[src/hw/rtl/ptd_pkg.sv]
// ============================================================================
// ptd_pkg: shared types and constants for the periodic task dispatcher
// Holds the slot count, command codes, controller states and the command
// and status bundles that pass between the controller and the datapath.
// ============================================================================
package ptd_pkg;

    // Number of task slots in the table. Only the first eight can be named
    // by the 3-bit slot field, so storage is capped at eight entries.
    localparam int NUM_SLOTS  = 8;
    localparam int SLOT_COUNT = (NUM_SLOTS < 8) ? NUM_SLOTS : 8;
    localparam int SLOT_W     = (SLOT_COUNT > 1) ? $clog2(SLOT_COUNT) : 1;

    // Field widths of the item and result beats.
    localparam int CMD_W    = 3;
    localparam int SEL_W    = 3;
    localparam int PERIOD_W = 16;
    localparam int COUNT_W  = 16;
    localparam int MASK_W   = 8;
    localparam int BIT_W    = $clog2(COUNT_W);

    // Command codes.
    localparam logic [CMD_W-1:0] CMD_TICK    = 3'd0;
    localparam logic [CMD_W-1:0] CMD_CREATE  = 3'd1;
    localparam logic [CMD_W-1:0] CMD_DELETE  = 3'd2;
    localparam logic [CMD_W-1:0] CMD_SUSPEND = 3'd3;
    localparam logic [CMD_W-1:0] CMD_RESUME  = 3'd4;

    typedef enum logic [2:0] {
        ST_IDLE,
        ST_EXEC,
        ST_CHECK,
        ST_DIV,
        ST_DONE
    } ptd_state_t;

    // Commands from the controller to the datapath.
    typedef struct packed {
        logic capture;
        logic exec;
        logic check;
        logic div_step;
        logic load_out;
    } ptd_cmd_t;

    // Status from the datapath to the controller.
    typedef struct packed {
        logic is_tick;
        logic eligible;
        logic last_slot;
        logic div_last;
        logic out_free;
    } ptd_stat_t;

endpackage

[src/hw/rtl/periodic_task_dispatcher_core.sv]
// ============================================================================
// periodic_task_dispatcher_core: time-triggered cooperative scheduler core
// Keeps a table of task slots and a 16-bit tick counter, applies one command
// per input beat and returns one result beat with the due mask of a tick.
// ============================================================================
//
//   Channel | Direction | Handshake          | Payload
//   --------+-----------+--------------------+-------------------------------------
//   s_      | in        | s_valid / s_ready  | s_command[2:0] s_slot[2:0] s_period[15:0]
//   m_      | out       | m_valid / m_ready  | m_due_mask[7:0] m_accepted m_tick_count[15:0]
//
// A create, delete, suspend, resume or unknown command goes from acceptance
// through the execute and done states to its result beat. A tick also runs a
// check of each slot in turn; for each slot that is present, running and has a
// nonzero period, the shared remainder unit retires one counter bit per
// cycle, sixteen bits per slot, to decide whether the slot is due.
// Synchronous active-low reset clears the tick counter, all present and
// running marks and the result valid; it needs no clearing pass.
// The block takes one item at a time. A finished result sits in the output
// register while the next item is already accepted and worked on; only
// when that next result is ready and m_ready is still low does the block stall.
//
module periodic_task_dispatcher_core (
    input  logic                              aclk,
    input  logic                              aresetn,
    input  logic                              s_valid,
    output logic                              s_ready,
    input  logic [ptd_pkg::CMD_W-1:0]         s_command,
    input  logic [ptd_pkg::SEL_W-1:0]         s_slot,
    input  logic [ptd_pkg::PERIOD_W-1:0]      s_period,
    output logic                              m_valid,
    input  logic                              m_ready,
    output logic [ptd_pkg::MASK_W-1:0]        m_due_mask,
    output logic                              m_accepted,
    output logic [ptd_pkg::COUNT_W-1:0]       m_tick_count
);
    import ptd_pkg::*;

    // Command bundle from the controller and status bundle back from the
    // datapath; these are the only signals between the two halves.
    ptd_cmd_t  cmd;
    ptd_stat_t stat;

    // The controller owns s_ready: the block is open for a new beat whenever
    // it is idle, independent of whether the output register is occupied.
    ptd_ctrl u_ctrl (
        .aclk    (aclk),
        .aresetn (aresetn),
        .s_valid (s_valid),
        .s_ready (s_ready),
        .cmd     (cmd),
        .stat    (stat)
    );

    // The datapath holds the slot table, the tick counter, the serial
    // remainder unit and the result register that drives the m_ channel.
    ptd_datapath u_datapath (
        .aclk         (aclk),
        .aresetn      (aresetn),
        .s_command    (s_command),
        .s_slot       (s_slot),
        .s_period     (s_period),
        .m_ready      (m_ready),
        .m_valid      (m_valid),
        .m_due_mask   (m_due_mask),
        .m_accepted   (m_accepted),
        .m_tick_count (m_tick_count),
        .cmd          (cmd),
        .stat         (stat)
    );

endmodule

[src/hw/rtl/ptd_ctrl.sv]
// ============================================================================
// ptd_ctrl: sequencing controller of the periodic task dispatcher
// Walks one item through execute, for a tick the per-slot divisibility scan, and the
// hand-off to the result register.
// ============================================================================
module ptd_ctrl (
    input  logic             aclk,
    input  logic             aresetn,
    input  logic             s_valid,
    output logic             s_ready,
    output ptd_pkg::ptd_cmd_t cmd,
    input  ptd_pkg::ptd_stat_t stat
);
    import ptd_pkg::*;

    ptd_state_t state_reg;
    ptd_state_t state_next;

    always_ff @(posedge aclk) begin
        if (!aresetn) begin
            state_reg <= ST_IDLE;
        end else begin
            state_reg <= state_next;
        end
    end

    always_comb begin
        state_next = state_reg;
        case (state_reg)
            ST_IDLE: begin
                if (s_valid) begin
                    state_next = ST_EXEC;
                end
            end
            ST_EXEC: begin
                state_next = stat.is_tick ? ST_CHECK : ST_DONE;
            end
            ST_CHECK: begin
                if (stat.eligible) begin
                    state_next = ST_DIV;
                end else if (stat.last_slot) begin
                    state_next = ST_DONE;
                end
            end
            ST_DIV: begin
                if (stat.div_last) begin
                    state_next = stat.last_slot ? ST_DONE : ST_CHECK;
                end
            end
            ST_DONE: begin
                if (stat.out_free) begin
                    state_next = ST_IDLE;
                end
            end
            default: begin
                state_next = ST_IDLE;
            end
        endcase
    end

    always_comb begin
        cmd     = '0;
        s_ready = 1'b0;
        case (state_reg)
            ST_IDLE: begin
                s_ready     = 1'b1;
                cmd.capture = s_valid;
            end
            ST_EXEC: begin
                cmd.exec = 1'b1;
            end
            ST_CHECK: begin
                cmd.check = 1'b1;
            end
            ST_DIV: begin
                cmd.div_step = 1'b1;
            end
            ST_DONE: begin
                cmd.load_out = stat.out_free;
            end
            default: begin
                cmd = '0;
            end
        endcase
    end

endmodule

[src/hw/rtl/ptd_datapath.sv]
// ============================================================================
// ptd_datapath: slot table, tick counter and serial remainder unit
// Applies commands to the slot table and tests each slot's period against
// the tick counter with a one-bit-per-cycle restoring remainder.
// ============================================================================
module ptd_datapath (
    input  logic                                    aclk,
    input  logic                                    aresetn,
    input  logic [ptd_pkg::CMD_W-1:0]               s_command,
    input  logic [ptd_pkg::SEL_W-1:0]               s_slot,
    input  logic [ptd_pkg::PERIOD_W-1:0]            s_period,
    input  logic                                    m_ready,
    output logic                                    m_valid,
    output logic [ptd_pkg::MASK_W-1:0]              m_due_mask,
    output logic                                    m_accepted,
    output logic [ptd_pkg::COUNT_W-1:0]             m_tick_count,
    input  ptd_pkg::ptd_cmd_t                       cmd,
    output ptd_pkg::ptd_stat_t                      stat
);
    import ptd_pkg::*;

    // Captured item.
    logic [CMD_W-1:0]    op_reg,  op_next;
    logic [SEL_W-1:0]    sel_reg, sel_next;
    logic [PERIOD_W-1:0] per_reg, per_next;

    // Scheduler state.
    logic [COUNT_W-1:0]  tick_cnt_reg, tick_cnt_next;
    logic                present_reg [SLOT_COUNT];
    logic                present_next [SLOT_COUNT];
    logic                running_reg [SLOT_COUNT];
    logic                running_next [SLOT_COUNT];
    logic [PERIOD_W-1:0] period_reg [SLOT_COUNT];
    logic [PERIOD_W-1:0] period_next [SLOT_COUNT];

    // Scan and remainder state.
    logic [SLOT_W-1:0]   idx_reg, idx_next;
    logic [BIT_W-1:0]    bit_reg, bit_next;
    logic [PERIOD_W-1:0] rem_reg, rem_next;
    logic [MASK_W-1:0]   mask_reg, mask_next;
    logic                ok_reg, ok_next;

    // Result register.
    logic                out_valid_reg, out_valid_next;
    logic [MASK_W-1:0]   out_mask_reg, out_mask_next;
    logic                out_ok_reg, out_ok_next;
    logic [COUNT_W-1:0]  out_cnt_reg, out_cnt_next;

    logic                slot_ok;
    logic [SLOT_W-1:0]   slot_sel;
    logic [PERIOD_W-1:0] period_rd;
    logic [PERIOD_W:0]   trial;
    logic                trial_ge;
    logic [PERIOD_W-1:0] rem_new;
    logic                is_tick;
    logic                eligible;
    logic [SLOT_COUNT-1:0] live_vec;

    assign is_tick   = (op_reg == CMD_TICK);
    assign slot_ok   = (32'(sel_reg) < NUM_SLOTS);
    assign slot_sel  = sel_reg[SLOT_W-1:0];
    assign period_rd = period_reg[idx_reg];
    assign eligible  = present_reg[idx_reg] && running_reg[idx_reg] && (period_rd != '0);

    // One restoring step: shift in the next counter bit, subtract if it fits.
    assign trial    = {rem_reg, tick_cnt_reg[bit_reg]};
    assign trial_ge = (trial >= {1'b0, period_rd});
    assign rem_new  = trial_ge ? PERIOD_W'(trial - {1'b0, period_rd}) : trial[PERIOD_W-1:0];

    always_comb begin
        for (int i = 0; i < SLOT_COUNT; i++) begin
            live_vec[i] = present_reg[i] && running_reg[i];
        end
    end

    assign stat.is_tick   = is_tick;
    assign stat.eligible  = eligible;
    assign stat.last_slot = (idx_reg == SLOT_W'(SLOT_COUNT - 1));
    assign stat.div_last  = (bit_reg == '0);
    assign stat.out_free  = !out_valid_reg || m_ready;

    always_comb begin
        op_next       = op_reg;
        sel_next      = sel_reg;
        per_next      = per_reg;
        tick_cnt_next = tick_cnt_reg;
        present_next  = present_reg;
        running_next  = running_reg;
        period_next   = period_reg;
        idx_next      = idx_reg;
        bit_next      = bit_reg;
        rem_next      = rem_reg;
        mask_next     = mask_reg;
        ok_next       = ok_reg;

        if (cmd.capture) begin
            op_next  = s_command;
            sel_next = s_slot;
            per_next = s_period;
        end

        if (cmd.exec) begin
            mask_next = '0;
            ok_next   = 1'b1;
            idx_next  = '0;
            case (op_reg)
                CMD_TICK: begin
                    tick_cnt_next = tick_cnt_reg + 1'b1;
                end
                CMD_CREATE: begin
                    if (slot_ok && !present_reg[slot_sel]) begin
                        present_next[slot_sel] = 1'b1;
                        running_next[slot_sel] = 1'b1;
                        period_next[slot_sel]  = per_reg;
                    end else begin
                        ok_next = 1'b0;
                    end
                end
                CMD_DELETE: begin
                    if (slot_ok) begin
                        present_next[slot_sel] = 1'b0;
                    end
                end
                CMD_SUSPEND: begin
                    if (slot_ok) begin
                        running_next[slot_sel] = 1'b0;
                    end
                end
                CMD_RESUME: begin
                    if (slot_ok) begin
                        running_next[slot_sel] = 1'b1;
                    end
                end
                default: begin
                    ok_next = 1'b1;
                end
            endcase
        end

        if (cmd.check) begin
            if (eligible) begin
                rem_next = '0;
                bit_next = BIT_W'(COUNT_W - 1);
            end else begin
                idx_next = idx_reg + 1'b1;
            end
        end

        if (cmd.div_step) begin
            rem_next = rem_new;
            bit_next = bit_reg - 1'b1;
            if (bit_reg == '0) begin
                if (rem_new == '0) begin
                    mask_next = mask_reg | (MASK_W'(1) << idx_reg);
                end
                idx_next = idx_reg + 1'b1;
            end
        end
    end

    always_comb begin
        out_mask_next  = out_mask_reg;
        out_ok_next    = out_ok_reg;
        out_cnt_next   = out_cnt_reg;
        out_valid_next = out_valid_reg && !m_ready;
        if (cmd.load_out) begin
            out_valid_next = 1'b1;
            out_mask_next  = mask_reg;
            out_ok_next    = ok_reg;
            out_cnt_next   = tick_cnt_reg;
        end
    end

    always_ff @(posedge aclk) begin
        if (!aresetn) begin
            tick_cnt_reg  <= '0;
            out_valid_reg <= 1'b0;
            mask_reg      <= '0;
            for (int i = 0; i < SLOT_COUNT; i++) begin
                present_reg[i] <= 1'b0;
                running_reg[i] <= 1'b0;
            end
        end else begin
            tick_cnt_reg  <= tick_cnt_next;
            out_valid_reg <= out_valid_next;
            mask_reg      <= mask_next;
            present_reg   <= present_next;
            running_reg   <= running_next;
        end
    end

    always_ff @(posedge aclk) begin
        op_reg       <= op_next;
        sel_reg      <= sel_next;
        per_reg      <= per_next;
        period_reg   <= period_next;
        idx_reg      <= idx_next;
        bit_reg      <= bit_next;
        rem_reg      <= rem_next;
        ok_reg       <= ok_next;
        out_mask_reg <= out_mask_next;
        out_ok_reg   <= out_ok_next;
        out_cnt_reg  <= out_cnt_next;
    end

    assign m_valid      = out_valid_reg;
    assign m_due_mask   = out_mask_reg;
    assign m_accepted   = out_ok_reg;
    assign m_tick_count = out_cnt_reg;

    // The partial remainder always stays below the divisor.
    assert property (@(posedge aclk) disable iff (!aresetn)
        cmd.div_step |-> (rem_reg < period_rd))
        else $error("ptd_datapath: partial remainder not below period");

    // A result is only loaded when the result register can take it.
    assert property (@(posedge aclk) disable iff (!aresetn)
        cmd.load_out |-> (!out_valid_reg || m_ready))
        else $error("ptd_datapath: result register overwritten");

    // Only present, running slots may ever collect a due bit.
    assert property (@(posedge aclk) disable iff (!aresetn)
        (mask_reg[SLOT_COUNT-1:0] & ~live_vec) == '0)
        else $error("ptd_datapath: due bit on an idle slot");

    // The tick counter moves only when a tick is executed.
    assert property (@(posedge aclk) disable iff (!aresetn)
        (aresetn && !(cmd.exec && is_tick)) |=> (tick_cnt_reg == $past(tick_cnt_reg)))
        else $error("ptd_datapath: tick counter changed outside a tick");

endmodule
[config.mk]
export PLATFORM = sky130hd
export DESIGN_NAME = periodic_task_dispatcher_core
export DESIGN_NICKNAME = d
export VERILOG_FILES = /design/src/hw/rtl/ptd_pkg.sv /design/src/hw/rtl/periodic_task_dispatcher_core.sv /design/src/hw/rtl/ptd_ctrl.sv /design/src/hw/rtl/ptd_datapath.sv
export SDC_FILE = /design/constraint.sdc
export NUM_CORES = 1
export LEC_CHECK = 0
export BUFFER_PORTS_ARGS = -buffer_cell sky130_fd_sc_hd__buf_2
export CORE_ASPECT_RATIO = 0.8
export CORE_MARGIN = 5
export CORE_UTILIZATION = 45
export CTS_BUF_LIST = sky130_fd_sc_hd__clkbuf_8
export DETAILED_ROUTE_END_ITERATION = 12
export PLACE_DENSITY_LB_ADDON = 0.12
export SYNTH_ARGS = -nofsm -noshare
export SYNTH_HDL_FRONTEND = slang
export SYNTH_SLANG_ARGS = --single-unit
export TNS_END_PERCENT = 1
[constraint.sdc]
create_clock -name aclk -period 10.7 [get_ports aclk]
set_input_delay 0.535 -clock aclk [delete_from_list [all_inputs] [get_ports aclk]]
set_output_delay 0.535 -clock aclk [all_outputs]
set_load 0.01 [all_outputs]
== Word-level counts from Yosys, hierarchy flattened ==
Cells that the tools add are included.
Operators by class
  $add $sub $neg: 4
  $lt $le $gt $ge: 5
  eq/ne operators: 14
  shifts and indexed selects: 1
  multiplexer cells: 55
  bitwise gates (word level): 9
  reduce and logical (&&, ||, !) cells: 22
Operators with widths (count)
  128-bit bitwise mux: 1
  16-bit two-way mux: 7
  16-bit binary-select mux with 3-bit select: 1
  16-bit demux with 3-bit select: 1
  8-bit two-way mux: 6
  3-bit two-way mux: 12
  8-bit OR: 3
  8-bit one-hot mux with 3 select lines: 1
  17-bit by 16-bit greater-or-equal comparator with 1-bit output: 1
  16-bit by 1-bit adder with 16-bit output (second input constant): 1
  8-bit AND: 2
  16-bit zero test: 1
  1-bit two-way mux: 16
  8-bit one-hot mux with 2 select lines: 1
  16-bit nonzero test: 1
  16-bit subtractor: 1
  3-bit one-hot mux with 5 select lines: 1
  3-bit by 2-bit equality test with 1-bit output (second input constant): 4
  4-bit two-way mux: 3
  1-bit binary-select mux with 3-bit select: 3
  3-bit equality test (second input constant): 3
  3-bit AND reduction: 3
  4-bit greater-or-equal comparator (second input constant): 2
  3-bit inverter with 4-bit output: 2
  22 further kinds: 33
Word-level totals
  flip-flop bits (word level): 243
  bits of input ports: 26
  output and inout bits: 27
  logic and storage cells: 148

== Longest topological paths before layout ==
Gate-level depths: netlist (run 1).
  depth in word-level cells: 10
  depth in mapped cells: 16
  gate-level depth less buffers: 14

== Cells and area by module ==
A second synthesis (run 1) with hierarchy kept.
Second synthesis, totals
  cells, all modules: 787
  area total of the unflattened synthesis: 10903.0 µm²
Modules (own cells, without submodules)
  ptd_datapath: instances 1, cells each 750, area an instance 10617.7 µm², seq. area each 6766.5 µm²
  ptd_ctrl: instances 1, cells each 37, area an instance 285.3 µm², seq. area each 60.1 µm²

== Worst setup path before layout (run 1) ==
OpenSTA, ideal clock, no wires.
  path type: reg-to-reg
  start point: register u_datapath.bit_reg[0]
  end point: register u_datapath.mask_reg[0]
  setup time: 0.115 ns
  arrival: 3.815 ns
  data required time: 10.585 ns
  path slack: 6.771 ns
  cell stages (with the launch flop): 16
  buffers on the path: 1
  clock period less this slack: 3.929 ns
  cells stage by stage: edfxtp_1 buf_2 mux4_2 mux4_2 inv_1 ha_1 inv_1 fa_1 a21o_1 a31o_2 a2111o_1 o311ai_1 nor4_1 mux2i_1 nor4_1 o21a_1
Between the ends
  word-level cells in the longest chain between the ends: 8
  elaborated cells on any way between the ends: 10
  classes of those cells: 1 x add/sub; 1 x order compare; 6 x mux; 2 x reduce/logical
Ends and longest elaborated chain
  from (decl): line ptd_datapath.sv:38  | logic [BIT_W-1:0] bit_reg, bit_next;
  from (signal assigned): line ptd_datapath.sv:198  | bit_reg <= bit_next;
  1-bit binary-select mux with 4-bit select: line ptd_datapath.sv:66  | assign trial = {rem_reg, tick_cnt_reg[bit_reg]};
  1-bit two-way mux (not written as such): line ptd_datapath.sv:66
  16-bit subtractor or 17-bit by 16-bit greater-or-equal comparator with 1-bit output (tied branches): line ptd_datapath.sv:68, ptd_datapath.sv:67
  16-bit two-way mux: line ptd_datapath.sv:68  | assign rem_new = trial_ge ? PERIOD_W'(trial - {1'b0, period_rd}) : trial[PERIOD_W-1:0];
  16-bit zero test: line ptd_datapath.sv:153  | if (rem_new == '0) begin
  8-bit two-way mux: line ptd_datapath.sv:153
  8-bit two-way mux *: line ptd_datapath.sv:152  | if (bit_reg == '0) begin
  8-bit two-way mux *: line ptd_datapath.sv:149  | if (cmd.div_step) begin
  to (signal assigned): line ptd_datapath.sv:186  | mask_reg <= mask_next;
  to (decl): line ptd_datapath.sv:40  | logic [MASK_W-1:0] mask_reg, mask_next;
Mark *: on every way between the ends. The rest lies on a longest branch, timed or not. The select of a mux whose other input is x is not followed.
A chain may end at the register's enable or synchronous reset.

== Worst setup path after layout (run 1) ==
  start point: register u_datapath.idx_reg[0]
  end point: register u_datapath.rem_reg[3] (data pin)
Between the ends
  word-level cells in the longest chain between the ends: 7
  elaborated cells on any way between the ends: 8
  classes of those cells: 1 x add/sub; 1 x order compare; 5 x mux; 1 x bitwise
Ends and longest elaborated chain
  from (decl): line ptd_datapath.sv:37  | logic [SLOT_W-1:0] idx_reg, idx_next;
  from (signal assigned): line ptd_datapath.sv:197  | idx_reg <= idx_next;
  3-bit inverter with 4-bit output (not written as such) *: line ptd_datapath.sv:62  | assign period_rd = period_reg[idx_reg];
  16-bit binary-select mux with 3-bit select *: line ptd_datapath.sv:62
  16-bit two-way mux (not written as such) * (2 in a row): line ptd_datapath.sv:62
  16-bit subtractor or 17-bit by 16-bit greater-or-equal comparator with 1-bit output (tied branches): line ptd_datapath.sv:68, ptd_datapath.sv:67
  16-bit two-way mux *: line ptd_datapath.sv:68
  16-bit two-way mux *: line ptd_datapath.sv:149
  to (signal assigned): line ptd_datapath.sv:199  | rem_reg <= rem_next;
  to (decl): line ptd_datapath.sv:39  | logic [PERIOD_W-1:0] rem_reg, rem_next;
Marks and branches as above.

==> results.toml, run 1 <==
[clocking]
cts.clk_slew.worst_paths_ns = 0.07
cts_tree = "done"
clk_latency_ns = 0.54
clock-sinks = 243
clock-root-buffer = "clkbuf_8"
ctsResizeCount = 0
post_cts.repair.setup_buffers = 0
cts.htree.levels = 2
hold_buffers = 0
cts_made_buffers = 40
cts_max_path_buffers = 3

[logic_synthesis]
synth-edff-count = 196
ys_async_sr_fraction_pct = 0
yosysSeqAreaShare_pct = 63.0
synth_top_area_share_pct = 54.3
synth_xor_area_share_pct = 2.26
synth_flop_cell = "edfxtp_1"
netlist_area_um2 = 10800
synthSimpleGateAreaFrac_pct = 10.7
syn-num-nets = 825
synth_top_family_by_area = "simple AND/OR/NAND/NOR gates"
synth_warnings = 0
syn_area_per_cell_um2 = 14.0
syn_inst = 774
ys_ff_latch = 243
synth_fa_ha_area_share_pct = 2.96
synth.area.mux_share_pct = 10.2
synth_area_leaders = "edfxtp_1 54%, dfxtp_1 8.7%, mux4_2 7.9%, ha_1 2.8%, nor2_1 2.5%"
synth-compound-area-share_pct = 8.50
ys_types = 72
synth_top_cell_by_area = "edfxtp_1"

[timing]
clock_skew_ns = 0.0119
hold_violations = 0
grt_setup_unrepaired = "no"
timing.setup.tns_ns = 0
post-route-period-util_pct = 46.4
setup_viol = 0
post-route-min-period_ns = 4.97
max-slew-margin-rel_pct = 18.6
slew_violations = 0
max_freq_mhz = 201
tightest_slew_ns = 1.22

[placed_design]
dpl-instance-area_um2 = 11400
portBuffers = 52
gp_congestion = 0.903
hpwl_um = 15900

[floorplan]
dieArea_um2 = 27300
row_count = 50
fp.coreArea_um2 = 23600
io_pins = 53
initial_core_util_pct = 45.9
die_h_um = 149
die_x_um = 183

[layout]
final_area_um2 = 12100
largest_reg_flops = 128
syn_to_final_growth_pct = 11.6
utilization_pct = 51.3
finalNetCount = 889
layout-drive-gt1-share_pct = 22.0
n_antenna_cell = 0

[power_and_ir_drop]
p_per_area_nw_per_um2 = 170
p_leak_nw = 4.21
ir_drop_mv = 0.0988

[route]
dr.pass1.iters = 5
totalWireLength_um = 23600
drcViolationCount = 0
detail_route.wl_per_cell_um = 20.0
drt.antenna.violating_nets = 0
vias = 6629
drt_iter0_markers = 502
vias_per_cell = 5.62

[setup_path]
critical_path_class = "reg2reg"
critPathMaxFanout = 27
crit_required_ns = 10.97
cp.arrival_ns = 5.24
start_kind = "register"
cp-end-kind = "register"

[global_route]
overflow = 0
grt_usage_pct = 17.5
grt_max_degree = 38
grt_antenna_before_repair = 0
grt_pass1_wl_um = 37300
grt_pass1_vias = 6433

[outcome]
status = "completed"

[worst_hold_path]
hp-class = "in2reg"

[flow_run]
maxCapViolations = 0
worst max-delay path: stages (launching register included):
cell	delay (ns)
dfxtp_2	0.77
buf_4	0.50
mux4_2	0.58
mux2i_1	0.29
ha_1	0.31
nor2b_1	0.16
o31a_1	0.27
o31ai_1	0.33
a21oi_1	0.19
nor2_1	0.90
nor3_1	0.15
a21oi_1	0.17
nor2_1	0.06
routing by layer:
metal	track usage (%)	up-vias	wire length (µm)
met3	3.12	39	1270
met5	0	-	0
met2	26.3	190	10700
met1	26.3	3290	11300
met4	4.65	0	388
li1	-	3110	-
layout by cell type (no fill, tap or decap), types with 3 or more instances in the layout:
cell      Yosys  routed
or3_1         7       7
clkbuf_8      0      40
xnor2_1      10      10
and3_1        6       6
inv_1        16      27
edfxtp_1    196     196
xor2_1       18      18
dfxtp_1      47      46
a21oi_2       3       4
mux2_2        3       3
a21o_1        5       5
nor2b_1       7       7
buf_4         3       9
ha_1         24      24
nand3_1      22      22
o221a_2       8       8
nand4_1       3       3
nand3b_1      4       4
clkinv_2      0       7
mux4_2       38      38
nor2_1       73      65
nand2_1      52      52
nor2_2        0       8
nor4_1       17      17
mux2i_1      21      21
o21ai_0      22      22
nand2b_1      4       4
and2_1        5       5
o21a_1       14      14
buf_2         9      52
o211ai_1      3       3
nor3_1       10      10
a211oi_1      5       5
a21oi_1      38      37
a31oi_1       6       6
clkinv_1      0       8
and4_1        3       3
synth_stat cells, types with 6 or more instances:
| cell type | number |
|---|---|
| a21oi_1 | 38 |
| a31oi_1 | 6 |
| and3_1 | 6 |
| buf_2 | 9 |
| clkbuf_1 | 21 |
| dfxtp_1 | 47 |
| edfxtp_1 | 196 |
| ha_1 | 24 |
| inv_1 | 16 |
| mux2i_1 | 21 |
| mux4_2 | 38 |
| nand2_1 | 52 |
| nand3_1 | 22 |
| nor2_1 | 73 |
| nor2b_1 | 7 |
| nor3_1 | 10 |
| nor4_1 | 17 |
| o21a_1 | 14 |
| o21ai_0 | 22 |
| o221a_2 | 8 |
| or3_1 | 7 |
| xnor2_1 | 10 |
| xor2_1 | 18 |
final timing paths:
check,start,to,slack [ns],cells past startpoint
worst min-delay path,s_period[2],u_datapath.per_reg[2]$_DFFE_PP_,0.17,1
worst max-delay path,u_datapath.idx_reg[0]$_DFF_P_,u_datapath.rem_reg[3]$_SDFFCE_PN0P_,5.73,12
worst min register to register,u_datapath.ok_reg$_SDFFCE_PN1P_,u_datapath.m_accepted$_DFFE_PP_,0.42,0
worst max register to register,u_datapath.idx_reg[0]$_DFF_P_,u_datapath.rem_reg[3]$_SDFFCE_PN0P_,5.73,12
cells by family (layout without fill, tap and decap cells):
kind of cell	after synthesis	in the layout
mux	62	62
xor+xnor	28	28
simple gates	230	230
buf+inv	56	149
flops	243	243
compound gates	130	130
fa+ha+maj	25	25
per-stage QoR:
| step | worst slack, ns | total power, mW | hold slack, ns | cells |
|---|---|---|---|---|
| 3_5_place_dp | 5.69 | 1.35 | 0.410 | 1108 |
| 5_1_grt | 5.20 | 2.15 | 0.123 | 1179 |
| 3_3_place_gp | 5.78 | 1.34 | 0.406 | 1108 |
| 4_1_cts | 5.64 | 2.08 | 0.124 | 1179 |
| 2_1_floorplan | 6.77 | 1.28 | 0.400 | 774 |
| 6_report | 5.73 | 2.05 | 0.165 | 1179 |
final cells by class:
type	instances	area, µm²
Multi-Input combinational cell	475	3770
Tap cell	312	390
Inverter	17	63.8
Fill cell	2021	11500
Timing Repair Buffer	61	328
Clock inverter	31	159
Sequential cell	243	6830
Clock buffer	40	551
report_power, final:
part / total, mW / switching (mW) / internal, mW
Clock: 0.726 / 0.368 / 0.358
Combinational: 0.248 / 0.148 / 0.100
Sequential: 1.08 / 0.0314 / 1.05
Total: 2.05 / 0.547 / 1.51
Note: power is estimated with default switching activity, not from simulation.
==> run 2, diff against run 1 <==
- clock period: 10.7 -> 4.5 ns (I/O delays scaled with it)
==> results.toml, run 2 (synthesized netlist as in run 1, its figures left out) <==
[floorplan]
initial_core_util_pct = 45.9
io_pins = 53
die_h_um = 149
row_count = 50
fp.coreArea_um2 = 23600
dieArea_um2 = 27300
die_x_um = 183

[clocking]
clock-sinks = 243
cts_tree = "done"
cts_max_path_buffers = 3
clock-root-buffer = "clkbuf_8"
clk_latency_ns = 0.54
cts.htree.levels = 2
cts_made_buffers = 40
cts.clk_slew.worst_paths_ns = 0.06

[layout]
n_antenna_cell = 0
finalNetCount = 928
multi_input_area_um2 = 3850
layout-drive-gt1-share_pct = 23.3
syn_to_final_growth_pct = 17.4
largest_reg_flops = 128
fillers = 1926
final_cell_mix = "196 x edfxtp_1, 73 x nor2_1, 52 x nand2_1, 52 x buf_2, 46 x dfxtp_1"
regArea_um2 = 6830
utilization_pct = 53.9
final_common_cell = "edfxtp_1"

[power_and_ir_drop]
p_comb_share_pct = 12.6
switching_share_pct = 25.0
ir_drop_mv = 0.261
p_per_area_nw_per_um2 = 415
netSwitchingPower_mw = 1.32
p_clk_share_pct = 39.1
pwr-share-seq_pct = 48.3
p_leak_nw = 4.49
cellInternalPower_mw = 3.95
finalPower_mw = 5.28

[global_route]
grt_usage_pct = 17.5
overflow = 0
grt_pass1_vias = 6719
grt_antenna_before_repair = 0
grt_max_degree = 41
grt_pass1_wl_um = 37600

[worst_hold_path]
hold_depth = 2
min_from = "aresetn"
hp-class = "in2reg"

[setup_path]
start_kind = "register"
r2r_start = "u_datapath.idx_reg[0]$_DFF_P_"
crit_path_top_delay_cell = "mux4_2"
cp_common_cell = "buf_4"
reg2reg_depth = 14
cp-startpoint = "u_datapath.idx_reg[0]$_DFF_P_"
crit_required_ns = 4.93
cp.arrival_ns = 4.67
cp-end-kind = "register"
critPathMaxFanout = 40
critical_path_class = "reg2reg"
slowest_delay_ns = 0.50
worstPathCellList = "buf_12 -> buf_4 -> mux4_2 -> mux2i_1 -> ha_1 -> o211a_1 -> o31a_1 -> o31ai_1 -> a21oi_1 -> or2_4 -> buf_4 -> a41oi_4 -> nor4_2 -> o21a_1"

[route]
totalWireLength_um = 24000
vias_per_cell = 5.60
vias = 6836
dr.pass1.iters = 5
drt_iter0_markers = 450
detail_route.wl_per_cell_um = 19.7
drt.antenna.violating_nets = 0
drcViolationCount = 0

[placed_design]
hpwl_um = 15900
preCtsSetupSlack_ns = 0.111
portBuffers = 52
gp_congestion = 0.908

[outcome]
status = "completed"

[timing]
hold_violations = 0
clock_skew_ns = 0.0154
post-route-min-period_ns = 4.24
tightest_slew_ns = 1.29
max-slew-margin-rel_pct = 13.7
timing.setup.tns_ns = 0
hold_slack_ns = 0.128
slew_violations = 0
max_freq_mhz = 236
fin_ws_ns = 0.259
post-route-period-util_pct = 94.2
setup_viol = 0

[flow_run]
maxCapViolations = 0
==> run 2: cell types whose count changed in the layout (fill, tap and decap cells not counted), moves of 2 or more <==
cell           previous run  this run
nor4_1                   17         8
clkinv_2                  7         3
nor2_1                   65        73
clkbuf_8                 40        43
dlygate4sd3_1             0        23
buf_4                     9        22
buf_12                    0         3
clkinv_1                  8         6
inv_1                    27        30
nor2_2                    8         0
bufinv_16                 0         5
nor4_2                    0         8
==> run 2: layout make-up <==
class	count	area share (%)
flip-flops and latches	243	53.7
multi-input cells	475	30.3
repair buffers	100	5.63
clock buffers	43	4.65
well taps	312	3.07
clock inverters	31	2.17
inverters	17	0.502
==> run 2: worst max-delay path, delay by kind of cell (launching register included) <==
family,cells,cell delay [ns]
AO/OA/AOI/OAI,6,1.47
adder cells (fa/ha/maj),1,0.39
buffers and inverters,3,0.69
flip-flops,1,0.34
multiplexers,2,0.83
AND/OR/NAND/NOR,2,0.38
==> run 2: path summary, 6_finish.rpt <==
| path | to | slack [ns] |
|---|---|---|
| hold / removal | u_ctrl.state_reg[1]$_SDFFE_PN0P_ | 0.13 |
| setup / recovery | u_datapath.mask_reg[2]$_SDFF_PN0_ | 0.26 |
| setup reg to reg | u_datapath.mask_reg[2]$_SDFF_PN0_ | 0.26 |
| hold reg to reg | u_datapath.m_accepted$_DFFE_PP_ | 0.43 |
==> run 2: metal layers <==
| layer | routed length, µm | part of all wire [%] | vias to the layer above | global-route usage, % |
|---|---|---|---|---|
| met2 | 11000 | 46 | 236 | 27.5 |
| met1 | 11000 | 46 | 3373 | 25.3 |
| met3 | 1580 | 6.6 | 33 | 3.71 |
| met5 | 0 | 0 | - | 0 |
| li1 | - | - | 3194 | - |
| met4 | 389 | 1.6 | 0 | 4.21 |
==> run 2: stage by stage <==
stage	instance area, µm²	std cells
final	12700	1221
after detailed placement	11500	1123
after floorplan	10800	774
after global placement	11500	1123
after CTS	12600	1220
after global routing	12700	1221
==> run 2: what timing repair did <==
item | in CTS | in global routing
buffers inserted | 0 | 1
hold buffers | 23 | 0
resized for setup | 0 | 15
endpoints found under the setup margin | 0 | 8
endpoints found under the hold margin | 23 | 0
==> run 2: power by group through the flow <==
stage	sequential (mW)	clock, mW	combinational (mW)
final	2.55	2.06	0.664
after global routing	2.55	2.24	0.722
after CTS	2.55	2.13	0.646
after detailed placement	2.59	0	0.627
after global placement	2.59	0	0.620
after floorplan	2.57	0	0.477
==> run 3, diff against run 2 <==
- CORE_UTILIZATION: 45 -> 53
- SLEW_MARGIN: not set -> 20
==> results.toml, run 3 (synthesized netlist as in run 1, its figures left out) <==
[route]
drt_iter0_markers = 622
totalWireLength_um = 23200
vias_per_cell = 5.83
dr.pass1.iters = 7
detail_route.wl_per_cell_um = 19.9
drt.antenna.violating_nets = 0
vias = 6811
drcViolationCount = 0

[outcome]
status = "completed"

[layout]
final_cell_mix = "196 x edfxtp_1, 73 x nor2_1, 52 x nand2_1, 52 x buf_2, 46 x dfxtp_1"
final_common_cell = "edfxtp_1"
largest_reg_flops = 128
n_antenna_cell = 0
final_cells = 1168
layout-drive-gt1-share_pct = 22.0
syn_to_final_growth_pct = 15.3
finalNetCount = 925

[global_route]
grt_max_degree = 32
grt_use_met3_pct = 4.45
grt_pass1_wl_um = 36700
busiest_layer = "met2"
grt_usage_pct = 20.2
overflow = 0
grt_util_met1_pct = 29.0
grt_antenna_before_repair = 0
met2_usage_pct = 31.7
grt_pass1_vias = 6661

[flow_run]
maxCapViolations = 0

[setup_path]
crit_required_ns = 4.97
start_kind = "register"
cp-end-kind = "register"
r2r_start = "u_datapath.bit_reg[0]$_SDFFCE_PN1P_"
critical_path_class = "reg2reg"
critPathMaxFanout = 8
cp.arrival_ns = 4.79
cp-startpoint = "u_datapath.bit_reg[0]$_SDFFCE_PN1P_"

[floorplan]
dieArea_um2 = 23400
die_x_um = 170
fp.coreArea_um2 = 20000
die_h_um = 138
initial_core_util_pct = 54.2
io_pins = 53
row_count = 46

[timing]
slew_violations = 0
setup_viol = 0
max_freq_mhz = 232
grt_setup_unrepaired = "yes"
hold_violations = 0
clock_skew_ns = 0.0196
tightest_slew_ns = 1.04
post-route-min-period_ns = 4.32
post-route-period-util_pct = 96.0
max-slew-margin-rel_pct = 30.5

[worst_hold_path]
min_from = "aresetn"
hp-class = "in2reg"

[clocking]
clock-sinks = 243
cts.clk_slew.worst_paths_ns = 0.07
cts_made_buffers = 39
cts_max_path_buffers = 3
clock-root-buffer = "clkbuf_8"
clk_latency_ns = 0.53
cts_tree = "done"
cts.htree.levels = 2

[power_and_ir_drop]
p_leak_nw = 4.41
p_per_area_nw_per_um2 = 403
finalPower_mw = 5.04
ir_drop_mv = 0.254

[placed_design]
post-place-cells = 1073
gp_congestion = 0.893
portBuffers = 52
hpwl_um = 15400
==> run 3: cell count changes in the layout (fill, tap and decap cells not counted), sizes merged <==
cell	before	now
bufinv	5	2
buf	77	75
clkinvlp	0	2
inv	34	32
clkbuf	43	42
clkinv	9	10
==> run 3: routing by layer <==
layer,wire [µm],up-vias
li1,-,3185
met1,10600,3347
met2,10600,238
met3,1640,41
met4,389,0
met5,0,-
==> run 3: cell type report <==
cell class / instances / area (µm²)
Timing Repair Buffer: 98 / 726
Clock inverter: 29 / 193
Inverter: 17 / 63.8
Clock buffer: 42 / 578
Fill cell: 1511 / 7480
Tap cell: 264 / 330
Sequential cell: 243 / 6830
Multi-Input combinational cell: 475 / 3770
==> run 3: critical path: stages (launching register included) <==
cell and delay (ns):
edfxtp_1 0.51, mux4_2 0.55, mux4_2 0.52, inv_1 0.09
ha_1 0.16, inv_1 0.05, fa_1 0.40, a21o_1 0.21
a31o_2 0.29, a211oi_4 0.25, xnor2_1 0.15, nor4_4 0.33
a41oi_4 0.23, nor4_1 0.37, o21a_1 0.15
==> run 3: worst paths after layout <==
path	endpoint	slack, ns	depth (start not counted)
worst max-delay path	u_datapath.mask_reg[5]$_SDFF_PN0_	0.18	14
worst min-delay path	u_ctrl.state_reg[1]$_SDFFE_PN0P_	0.13	2
worst max register to register	u_datapath.mask_reg[5]$_SDFF_PN0_	0.18	14
worst min register to register	u_datapath.m_accepted$_DFFE_PP_	0.44	0
==> run 3: timing repair <==
action,CTS,global route
hold endpoints to repair,23,0
hold buffers,23,0
resized for setup,0,3
setup endpoints to repair,0,8
setup buffers,0,1
==> run 3: metrics by stage <==
stage          hold WS (ns)  setup TNS, ns  util [%]  setup WS [ns]  instance area, µm²
6_report              0.125              0      62.5          0.182               12500
5_1_grt               0.102         -0.240      62.5        -0.0529               12500
4_1_cts              0.0950              0      62.4         0.0652               12500
3_5_place_dp          0.403              0      57.4         0.0895               11500
3_3_place_gp          0.401              0      57.4          0.257               11500
2_1_floorplan         0.324              0         -          0.571               10800
==> run 3: power by group <==
group,total [mW],internal [mW],switching (mW),leakage (nW)
sequential,2.55,2.49,0.0620,2.15
combinational,0.650,0.277,0.374,1.82
clock,1.84,0.987,0.848,0.436
